==> src/rtl/core/mae_pkg.sv <==
// Shared constants, codes and control types of the moving average / EMA filter.
// Used by the channel interfaces and every module under rtl/core.
package mae_pkg;

    // Word widths fixed by the data format.
    localparam int SAMPLE_W   = 16;
    localparam int Q15_W      = 16;
    localparam int Q15_SHIFT  = 15;
    localparam int Q15_ONE    = 32768;
    localparam int CFG_IDX_W  = 2;

    // Default delay line length.
    localparam int TAPS_DEFAULT = 8;

    // Register reset values.
    localparam logic [Q15_W-1:0] ALPHA_RESET = Q15_W'(Q15_ONE);
    localparam logic [Q15_W-1:0] BETA_RESET  = '0;
    localparam logic [Q15_W-1:0] COEF_RESET  = Q15_W'(4096);

    // Register indexes of the configuration port.
    typedef enum logic [CFG_IDX_W-1:0] {
        CFG_EMA_ALPHA    = 2'd0,
        CFG_EMA_BETA     = 2'd1,
        CFG_AVERAGE_COEF = 2'd2
    } t_cfg_idx;

    // Item actions.
    localparam logic ACT_FILTER = 1'b0;
    localparam logic ACT_CLEAR  = 1'b1;

    // Per-item control handed to the tap chain and the EMA datapath.
    typedef struct packed {
        logic filt;   // a sample word was accepted
        logic clr;    // a clear word was accepted
    } t_item_ctl;

endpackage

==> src/rtl/core/mae_tap_cell.sv <==
// One cell of the sample delay line: holds a single sample.
// Depends on mae_pkg for the sample width and the control struct.
module mae_tap_cell
    import mae_pkg::*;
(
    input  logic                       i_clk,
    input  logic                       i_rst_n,
    input  t_item_ctl                  i_ctl,
    input  logic signed [SAMPLE_W-1:0] i_d,
    output logic signed [SAMPLE_W-1:0] o_q
);

    logic signed [SAMPLE_W-1:0] r_q;

    // Take the neighbor's sample on every accepted sample; empty on clear.
    always_ff @(posedge i_clk) begin
        if (!i_rst_n || i_ctl.clr) begin
            r_q <= '0;
        end else if (i_ctl.filt) begin
            r_q <= i_d;
        end
    end

    assign o_q = r_q;

endmodule

==> src/rtl/core/mae_tap_chain.sv <==
// Row of delay cells with a running sum of their contents.
// Depends on mae_pkg and mae_tap_cell.
module mae_tap_chain
    import mae_pkg::*;
#(
    parameter int TAPS  = TAPS_DEFAULT,
    parameter int SUM_W = SAMPLE_W + $clog2(TAPS)
) (
    input  logic                       i_clk,
    input  logic                       i_rst_n,
    input  t_item_ctl                  i_ctl,
    input  logic signed [SAMPLE_W-1:0] i_sample,
    output logic signed [SUM_W-1:0]    o_sum
);

    logic signed [SAMPLE_W-1:0] w_tap [TAPS];
    logic signed [SUM_W-1:0]    r_sum;
    logic signed [SUM_W-1:0]    n_sum;

    // Each cell takes its left neighbor; the first cell takes the new sample.
    for (genvar k = 0; k < TAPS; k++) begin : g_cell
        if (k == 0) begin : g_head
            mae_tap_cell u_cell (
                .i_clk   (i_clk),
                .i_rst_n (i_rst_n),
                .i_ctl   (i_ctl),
                .i_d     (i_sample),
                .o_q     (w_tap[k])
            );
        end else begin : g_body
            mae_tap_cell u_cell (
                .i_clk   (i_clk),
                .i_rst_n (i_rst_n),
                .i_ctl   (i_ctl),
                .i_d     (w_tap[k-1]),
                .o_q     (w_tap[k])
            );
        end
    end

    // The sum gains the new sample and loses the one falling off the end.
    // The true sum always fits SUM_W bits, so wraparound in between is harmless.
    assign n_sum = r_sum + SUM_W'(i_sample) - SUM_W'(w_tap[TAPS-1]);

    always_ff @(posedge i_clk) begin
        if (!i_rst_n || i_ctl.clr) begin
            r_sum <= '0;
        end else if (i_ctl.filt) begin
            r_sum <= n_sum;
        end
    end

    assign o_sum = r_sum;

endmodule

==> config.mk <==
export PLATFORM = sky130hd
export DESIGN_NAME = mae_tap_chain
export DESIGN_NICKNAME = d
export VERILOG_FILES = /design/src/rtl/core/mae_pkg.sv /design/src/rtl/core/mae_tap_cell.sv /design/src/rtl/core/mae_tap_chain.sv
export SDC_FILE = /design/constraint.sdc
export NUM_CORES = 1
export LEC_CHECK = 0
export BUFFER_PORTS_ARGS = -buffer_cell sky130_fd_sc_hd__buf_4
export CAP_MARGIN = 20
export CORE_ASPECT_RATIO = 0.5
export CORE_MARGIN = 10
export CORE_UTILIZATION = 45
export DETAILED_ROUTE_END_ITERATION = 16
export PLACE_DENSITY_LB_ADDON = 0.1
export SYNTH_ARGS = -nofsm -noshare
export SYNTH_HDL_FRONTEND = slang
export SYNTH_SLANG_ARGS = --single-unit
==> constraint.sdc <==
create_clock -name i_clk -period 7.89 [get_ports i_clk]
set_input_delay 1.1835 -clock i_clk [delete_from_list [all_inputs] [get_ports i_clk]]
set_output_delay 1.1835 -clock i_clk [all_outputs]
set_load 0.02 [all_outputs]
==> results of run 1 <==
-- report_power, final --
| part | internal (W) | leakage, nW | switching [W] |
|---|---|---|---|
| clock | 0.000439 | 0.259 | 0.000332 |
| sequential | 0.000754 | 1.19 | 0.0000125 |
| combinational | 0.000121 | 1.97 | 0.000172 |
| total | 0.00131 | 3.42 | 0.000516 |
-- final cells by class --
class	instances	area [sq um]	area share
clock buffers	19	433	0.0563
repair buffers	40	307	0.0399
multi-input cells	452	3370	0.438
flip-flops and latches	147	2940	0.383
well taps	198	248	0.0322
clock inverters	13	128	0.0166
inverters	70	263	0.0342
-- Yosys cell counts (all sizes together), types with 2 or more instances --
master   number
nand3        10
o21ai        11
clkbuf       25
or2           2
fa           18
nor3          8
and3          4
buf          14
a21oi        15
and4          2
a211o         2
a32oi         2
and2          2
mux2i       137
a211oi        3
nand4         4
or3           3
dfxtp       147
ha           20
a31oi         2
nand2        15
inv          70
o211ai        3
nor2        147
a22oi         2
o2111ai       3
a21o          9
nand2b        4
xnor2         7
-- state kept, by name (all words and copies together) (netlist names) --
| register | cells |
|---|---|
| g_cell.g_head.u_cell.o_q | 16 |
| g_cell.g_body.u_cell.o_q | 112 |
| o_sum | 19 |
-- worst max-delay path by stage --
| stage | start | end | slack (ps) | cells after the start |
|---|---|---|---|---|
| floorplan | i_sample[1] | o_sum[16]$_SDFFE_PP0P_ | 4290 | 10 |
| CTS | i_sample[1] | o_sum[16]$_SDFFE_PP0P_ | 4450 | 11 |
| global route | i_sample[1] | o_sum[16]$_SDFFE_PP0P_ | 4250 | 11 |
| global placement | i_sample[1] | o_sum[16]$_SDFFE_PP0P_ | 4040 | 11 |
| detailed placement | i_sample[1] | o_sum[16]$_SDFFE_PP0P_ | 4000 | 11 |
| finish | i_sample[1] | o_sum[16]$_SDFFE_PP0P_ | 4410 | 11 |
-- worst reg2reg max path: cells and delay by family (launching register included) --
kind | cells | cell delay (ps)
simple gates | 4 | 1000
buf+inv | 2 | 140
flops | 1 | 450
fa+ha+maj | 2 | 870
compound gates | 2 | 510
-- cells by family after synthesis --
| kind of cell | Yosys count | synth area share |
|---|---|---|
| buf+inv | 109 | 0.0627 |
| fa+ha+maj | 38 | 0.0907 |
| compound gates | 62 | 0.0630 |
| simple gates | 206 | 0.130 |
| flops | 147 | 0.437 |
| mux | 138 | 0.205 |
| xor+xnor | 8 | 0.0104 |
-- routing by layer --
metal,global-route usage,up-vias,part of all wire
met5,0,-,0
met3,0.0391,6,0.038
li1,-,2407,-
met2,0.202,57,0.44
met1,0.189,2167,0.52
met4,0.0508,0,0.0082
-- per-stage QoR --
step / total power, W / util
global placement: 0.00107 / 0.490
finish: 0.00183 / 0.529
CTS: 0.00185 / 0.529
floorplan: 0.000999 / -
global route: 0.00192 / 0.529
detailed placement: 0.00108 / 0.490
==> results.txt, run 1 <==
The run finished with clean final reports. The synthesis-to-layout area growth was 14.3%; the final count of pins violating max slew was 0. The critical path launch point type was an input pin. The tools report the setup slack of the critical path after layout as 4410 ps. The proportion of synthesized flip-flops having asynchronous set or reset is 0, and the post-detailed-route wirelength per cell is 14.5 microns. The count of pins on the block boundary was 39; the cell count of the worst reg-to-reg path was 10.

After detailed placement, the design holds a cell count of 907. The sum of negative setup slack is 0 ps. Clock-pin slew was measured on the worst setup and hold paths at 60 ps.

Among all stages on the critical path, the largest delay is contributed by sky130_fd_sc_hd__fa_1. By area the synthesized netlist is led by sky130_fd_sc_hd__dfxtp_1 44%, sky130_fd_sc_hd__mux2i_1 20%, sky130_fd_sc_hd__nor2_1 8.2%. The launching point of the worst reg2reg path is o_sum[5]$_SDFFE_PP0P_.

Summed over all cells, the static leakage comes to 3.42 nW. The netlist uses 47 different library cells. No sink is reached through more buffers than the 2 on the longest clock path.

In this run, the number of DRC markers left after iteration 0 of detailed routing was 219. On the worst path, the slowest cell contributes a delay of 520 ps. The routed layout has 4,637 vias. The HPWL after detailed placement was 9.09 mm.

In this run, post-CTS hold repair placed 0 buffers. The count of H-tree levels built during CTS is 4. The via count of the first global-routing pass is 4,548. Traced cell by cell, the critical path runs through buf_4, inv_1, fa_1, inv_1, fa_1, a21o_1, a221oi_2, or2_1, a21oi_1, or4_1, nand3_1.

The count of nets left with antenna violations once routing finished came out at 0. Input and output buffers added on the ports amount to 38. The maximum VDD drop is 0.000144 V.

Setup violations remaining at the end of the flow were counted as 0. The number of endpoints with negative hold slack in the final report was 0. Worst min-delay path class: register to register. The tools report the standard cell core area as 0.0145 sq mm. Leaving out fill and tap cells, the most frequent cells in the layout are 147 x sky130_fd_sc_hd__nor2_1, 147 x sky130_fd_sc_hd__dfxtp_1, 137 x sky130_fd_sc_hd__mux2i_1. The count of cells in the finished layout, fillers not included, comes to 939. Once placement finished, the instance area stood at 0.00713 sq mm. Power spread over the standard cell area amounts to 238 mW/mm^2. The tools report the portion of the post-synthesis area used by sequential elements as 0.437. The tool flagged a number of max-cap violations equal to 0. Timing analysis after detailed placement gives a worst setup slack of 4000 ps.

Diode insertion count for antenna repair: 0. For this design, the sink count on the clock tree is 147. The congestion estimate from routability-driven global placement came to 0.864. The cell count after synthesis came out at 708. The end point of the worst hold path was g_cell[2].g_body.u_cell.o_q[14]$_SDFFE_PP0P_.

The worst register-to-register path ends at o_sum[16]$_SDFFE_PP0P_. The floorplan step defined a die boundary enclosing 0.0205 sq mm. The fraction of layout cells with a size suffix above 1 was 0.0999; the clock buffer count from CTS was 17. The biggest area consumer among synthesized cells is sky130_fd_sc_hd__dfxtp_1.

Setup repair after global routing left no endpoint under its margin. The first detailed-routing pass took 4 iterations. For this run, design rule violations remaining after detail routing come to 0.

The maximum operating frequency was 0.288 GHz. Among all flip-flop cells after synthesis, the most frequent one is sky130_fd_sc_hd__dfxtp_1. Across all hold checks on the routed design, the worst slack comes to 490 ps.

TritonCTS built the clock tree. The mean area per synthesized cell was 9.50 sq um. In this run the most critical hold path is launched from g_cell[2].g_body.u_cell.o_q[14]$_SDFFE_PP0P_. The worst-case register-to-register setup slack is 4850 ps, and the fraction of post-synthesis cell area in the top cell type by area is 0.437. The net count after synthesis was 766; the overall die width was 193 microns. In this run the cell area of the synthesized design comes to 0.00673 sq mm. The layout has 1,346 filler cells. In this run the vertical extent of the chip is 106 microns.

For the worst setup path, the data required time is 8250 ps. The initial cell density of the core is 0.463. The global route total overflow was 0; the pin slew with the least headroom to its limit was 1100 ps.

At the end of the flow, the number of nets in the layout was 786. The tools report the type of destination of the critical path as a register. The logs give 0.267 for the tightest slew margin relative to the limit and 3840 ps for the data arrival at the endpoint of the critical path. After routing the design area is 0.00769 sq mm.

For this run, the number of Yosys warnings is 0. Cell family contributing the most delay on the critical path: adder cells. Count of flip-flops with a built-in enable after synthesis: 0. The total detailed-routing wirelength was 13.6 mm. In the routed layout, each cell is associated on average with a via count of 4.94.

Subtracting the final worst setup slack from the clock period gives 3480 ps. The share of the clock period used by the worst path after layout was 0.441; the post-synthesis sequential element count was 147. The initial antenna violation count was 0; the highest fanout seen on the critical path was 4. After clock tree synthesis, the setup repair step added 0 buffers. The global-route total usage across every layer is 0.138, and the post-cts sizing count is 0. The worst hold path was traced through 2 stages.

The clock reaches the later pin of the worst-skew pair after 420 ps. By startpoint and endpoint, the worst setup path is classified as input pin to register. The first global-routing pass estimated 22.9 mm of wire. Standard-cell row count: 31. The largest net degree at the start of global routing is 89. The tools report the largest clock skew in the final design as 9.85 ps.

The number of buffers and inverters on the critical path is 3. The tools report the master cell of the clock root buffer as sky130_fd_sc_hd__clkbuf_16.
Note: power is estimated with default switching activity, not from simulation.
==> run 2: changes to the inputs <==
--- a/config.mk
+++ b/config.mk
@@ -5,6 +5,7 @@
 export SDC_FILE = /design/constraint.sdc
 export NUM_CORES = 1
 export LEC_CHECK = 0
+export ABC_AREA = 1
 export BUFFER_PORTS_ARGS = -buffer_cell sky130_fd_sc_hd__buf_4
 export CAP_MARGIN = 20
 export CORE_ASPECT_RATIO = 0.5
==> constraint.sdc (replaced) <==
create_clock -name i_clk -period 3.6 [get_ports i_clk]
set_input_delay 0.54 -clock i_clk [delete_from_list [all_inputs] [get_ports i_clk]]
set_output_delay 0.54 -clock i_clk [all_outputs]
set_load 0.02 [all_outputs]
==> run 2 against run 1 <==
  * Sequential cell count stayed put
  * Global-route usage rose by 1.7 points
  * Die area up 0.13%
  * Via count is 19% higher
  * Synthesized area increased by 0.15%
  * Critical path type is now register to register
  * Critical endpoint is now o_sum[13]$_SDFFE_PP0P_
  * Largest power group unchanged
==> results.txt, run 2 <==
The run finished with clean final reports. The detailed router finished its first iteration with 390 violations. After clock tree synthesis, the repair step resized 0 gates. The clock arrives with 11.5 ps of skew. The logs give 0.437 for the portion of the post-synthesis area used by sequential elements and 2770 ps for the data arrival at the endpoint of the critical path. No sink is reached through more buffers than the 2 on the longest clock path. The die is 193 microns wide. Final-report setup violation count: 0. The library cells used most frequently in the layout, excluding fill and tap cells, are 301 x sky130_fd_sc_hd__nand2_1, 156 x sky130_fd_sc_hd__a21oi_1, 147 x sky130_fd_sc_hd__dfxtp_1.

Summing every instance area after synthesis gives 0.00674 sq mm. Setup total negative slack on the finished layout was measured at 0 ps. The proportion of synthesized flip-flops having asynchronous set or reset is 0. TritonCTS built the clock tree. The initial cell density of the core was 0.463. The type of destination of the critical path is a register. After detailed routing, the total wire length is 15.5 mm. The most common library cell in the layout ignoring fill and taps was sky130_fd_sc_hd__nand2_1.

The post-detailed-route wirelength per cell came out at 13.6 microns. The clock buffer count from CTS was 17. For this run, design rule violations remaining after detail routing come to 0. At the later pin of the worst-skew pair, clock insertion delay measures 430 ps.

The logs give 3930 ps for the required time of the critical path and 39 for the count of pins on the block boundary. The worst-case IR drop observed on VDD is 0.000340 V. The cell count after synthesis is 914, and the fraction of post-synthesis cell area in the top cell type by area is 0.437.

Hold repair after CTS inserted 0 buffers. For the largest net degree at the start of global routing, the log shows 115. Clock tree synthesis found a total of 147 sinks. The core region is 0.0145 sq mm. The synthesized design contains 0 enable-type register cells. 0 antenna diodes ended up in the layout. The tools report the via count of the first global-routing pass as 4,972.

Routed via count divided by cell count: 4.83. Most instantiated library cell after synthesis: sky130_fd_sc_hd__nand2_1. CTS placed an instance of sky130_fd_sc_hd__clkbuf_16 at the clock tree root. Final critical delay including setup and external delays: 2450 ps. Of all cell types, the one taking the most synthesized area is sky130_fd_sc_hd__dfxtp_1. The tools report the tightest slew margin relative to the limit as 0.535.

The first global-routing pass estimated 26.0 mm of wire. The synthesis-to-layout area growth came out at 14.8%. The initial antenna violation count was 0; the total vias in the final route was 5,512. The commonest cells after synthesis are 301 x sky130_fd_sc_hd__nand2_1, 156 x sky130_fd_sc_hd__a21oi_1, 147 x sky130_fd_sc_hd__dfxtp_1, 107 x sky130_fd_sc_hd__inv_1, 28 x sky130_fd_sc_hd__clkbuf_1.

Setup repair after global routing left no endpoint under its margin. After filler insertion, the fill cell instance count of the layout stands at 1,420. Dividing the synthesized area by the synthesized cell count gives 7.37 sq um.

The fraction of layout cells with a size suffix above 1 is 0.113, and the number of flip-flops under the largest register name is 112. The final hold slack came out at 400 ps. The most used flip-flop cell after synthesis is sky130_fd_sc_hd__dfxtp_1. Once detail routing completed, the nets flagged for antenna violations numbered 0. After clock tree synthesis, the clock-pin slew on the worst setup and hold paths is 80 ps. Critical path launch point type: a register. Based on the critical path, the design can be clocked at up to 0.409 GHz. In this run, distinct cell masters in the synthesized netlist total 23. Port buffer count: 38. Once detailed placement completed, the half-perimeter wirelength came to 10.3 mm. In this run the worst hold path is classified as input pin to register.

The die covers 0.0206 sq mm. The global-route total usage across every layer is 0.155, and the global placer's final weighted congestion is 0.864. The Yosys step of the flow raised 0 warnings. The net count of the finished layout is 988.

Counting every net in the synthesized netlist gives 972. For the reported max-cap violation count, the log shows 0. Share of the clock period used by the worst path after layout: 0.679. The post-synthesis sequential element count is 147, and the power density of the placed cells is 523 mW/mm^2.

The run gives 0 as the number of endpoints with negative hold slack in the final report. The post-CTS repair timing setup buffer count was 0; the global route total overflow was 0. By area the synthesized netlist is led by sky130_fd_sc_hd__dfxtp_1 44%, sky130_fd_sc_hd__nand2_1 17%, sky130_fd_sc_hd__a21oi_1 12%. The worst setup path is of the register to register kind.

The H-tree was split into 4 levels. The highest fanout seen on the critical path was 4; the overall die height was 107 microns. The run gives 31 as the standard-cell row count.

Final count of pins violating max slew: 0. The logs give 3.18 nW for the leakage power and 4 for the number of detailed-route iterations in the first pass. The pin slew with the least headroom to its limit is 697 ps.
-- run 2: changes by cell type after synthesis, moves of 8 or more --
cell and change:
sky130_fd_sc_hd__mux2i_1 -137, sky130_fd_sc_hd__nor2_1 -123, sky130_fd_sc_hd__inv_1 +37, sky130_fd_sc_hd__nand3_1 +8, sky130_fd_sc_hd__a21o_1 -9, sky130_fd_sc_hd__a21oi_1 +141, sky130_fd_sc_hd__xor2_1 +8, sky130_fd_sc_hd__nand2_2 +8
sky130_fd_sc_hd__nand2_1 +286, sky130_fd_sc_hd__o21ai_1 +9, sky130_fd_sc_hd__o21ai_0 +13
-- run 2: area by class of cell --
type	instances	area (sq um)	share of cell area
inverters	114	432	0.0558
clock buffers	17	425	0.0550
repair buffers	44	355	0.0459
clock inverters	15	169	0.0218
multi-input cells	606	3160	0.409
well taps	198	248	0.0320
flip-flops and latches	147	2940	0.380
-- run 2: worst paths after layout --
kind	from	to	slack, ps	cells past startpoint
max reg2reg	o_sum[7]$_SDFFE_PP0P_	o_sum[13]$_SDFFE_PP0P_	1150	14
min reg2reg	g_cell[4].g_body.u_cell.o_q[13]$_SDFFE_PP0P_	g_cell[4].g_body.u_cell.o_q[13]$_SDFFE_PP0P_	460	2
min	i_sample[0]	g_cell[0].g_head.u_cell.o_q[0]$_SDFFE_PP0P_	400	3
max	o_sum[7]$_SDFFE_PP0P_	o_sum[13]$_SDFFE_PP0P_	1150	14
-- run 2: per-stage QoR --
stage / total power (W) / instances / util / worst slack (ps) / cell area [sq um]
floorplan: 0.00216 / 914 / - / 1230 / 6740
global placement: 0.00233 / 1109 / 0.491 / 893 / 7140
detailed placement: 0.00233 / 1109 / 0.491 / 896 / 7140
CTS: 0.00409 / 1141 / 0.532 / 1140 / 7730
global route: 0.00426 / 1141 / 0.532 / 921 / 7730
finish: 0.00405 / 1141 / 0.532 / 1150 / 7730
-- run 2: power breakdown --
part           switching [W]  internal, W  leakage (nW)  total, W
clock network       0.000822     0.000933         0.289   0.00175
logic               0.000419     0.000208          1.70  0.000627
registers          0.0000156      0.00165          1.19   0.00167
total                0.00126      0.00279          3.18   0.00405
-- run 2: logic make-up (layout without fill, tap and decap cells) --
group                    after synthesis  in the layout  synth area share
flip-flops                           147            147             0.437
XOR/XNOR                              10             10            0.0130
AND/OR/NAND/NOR                      364            364             0.219
buffers and inverters                161            190            0.0939
AO/OA/AOI/OAI                        194            194             0.147
adder cells (fa/ha/maj)               38             38            0.0906
-- run 2: critical path, stage by stage (launching register included) --
cell                      delay [ps]
sky130_fd_sc_hd__dfxtp_1         350
sky130_fd_sc_hd__inv_1           110
sky130_fd_sc_hd__fa_1            510
sky130_fd_sc_hd__inv_1            40
sky130_fd_sc_hd__ha_1            360
sky130_fd_sc_hd__nand2_1         160
sky130_fd_sc_hd__inv_1            90
sky130_fd_sc_hd__a21oi_2         200
sky130_fd_sc_hd__nor2_1           70
sky130_fd_sc_hd__nor2_1          130
sky130_fd_sc_hd__nand2_1          70
sky130_fd_sc_hd__nand2_1          60
sky130_fd_sc_hd__nand3_1          70
sky130_fd_sc_hd__nand2_1          90
sky130_fd_sc_hd__inv_1            30
-- run 2: metal layers --
metal  routed length, microns  track usage  vias up  part of all wire
met2                     6280        0.209       91              0.41
met4                      144       0.0360        0            0.0093
met1                     8420        0.236     2516              0.54
met5                        0            0        -                 0
met3                      637       0.0382       14             0.041
li1                         -            -     2891                 -
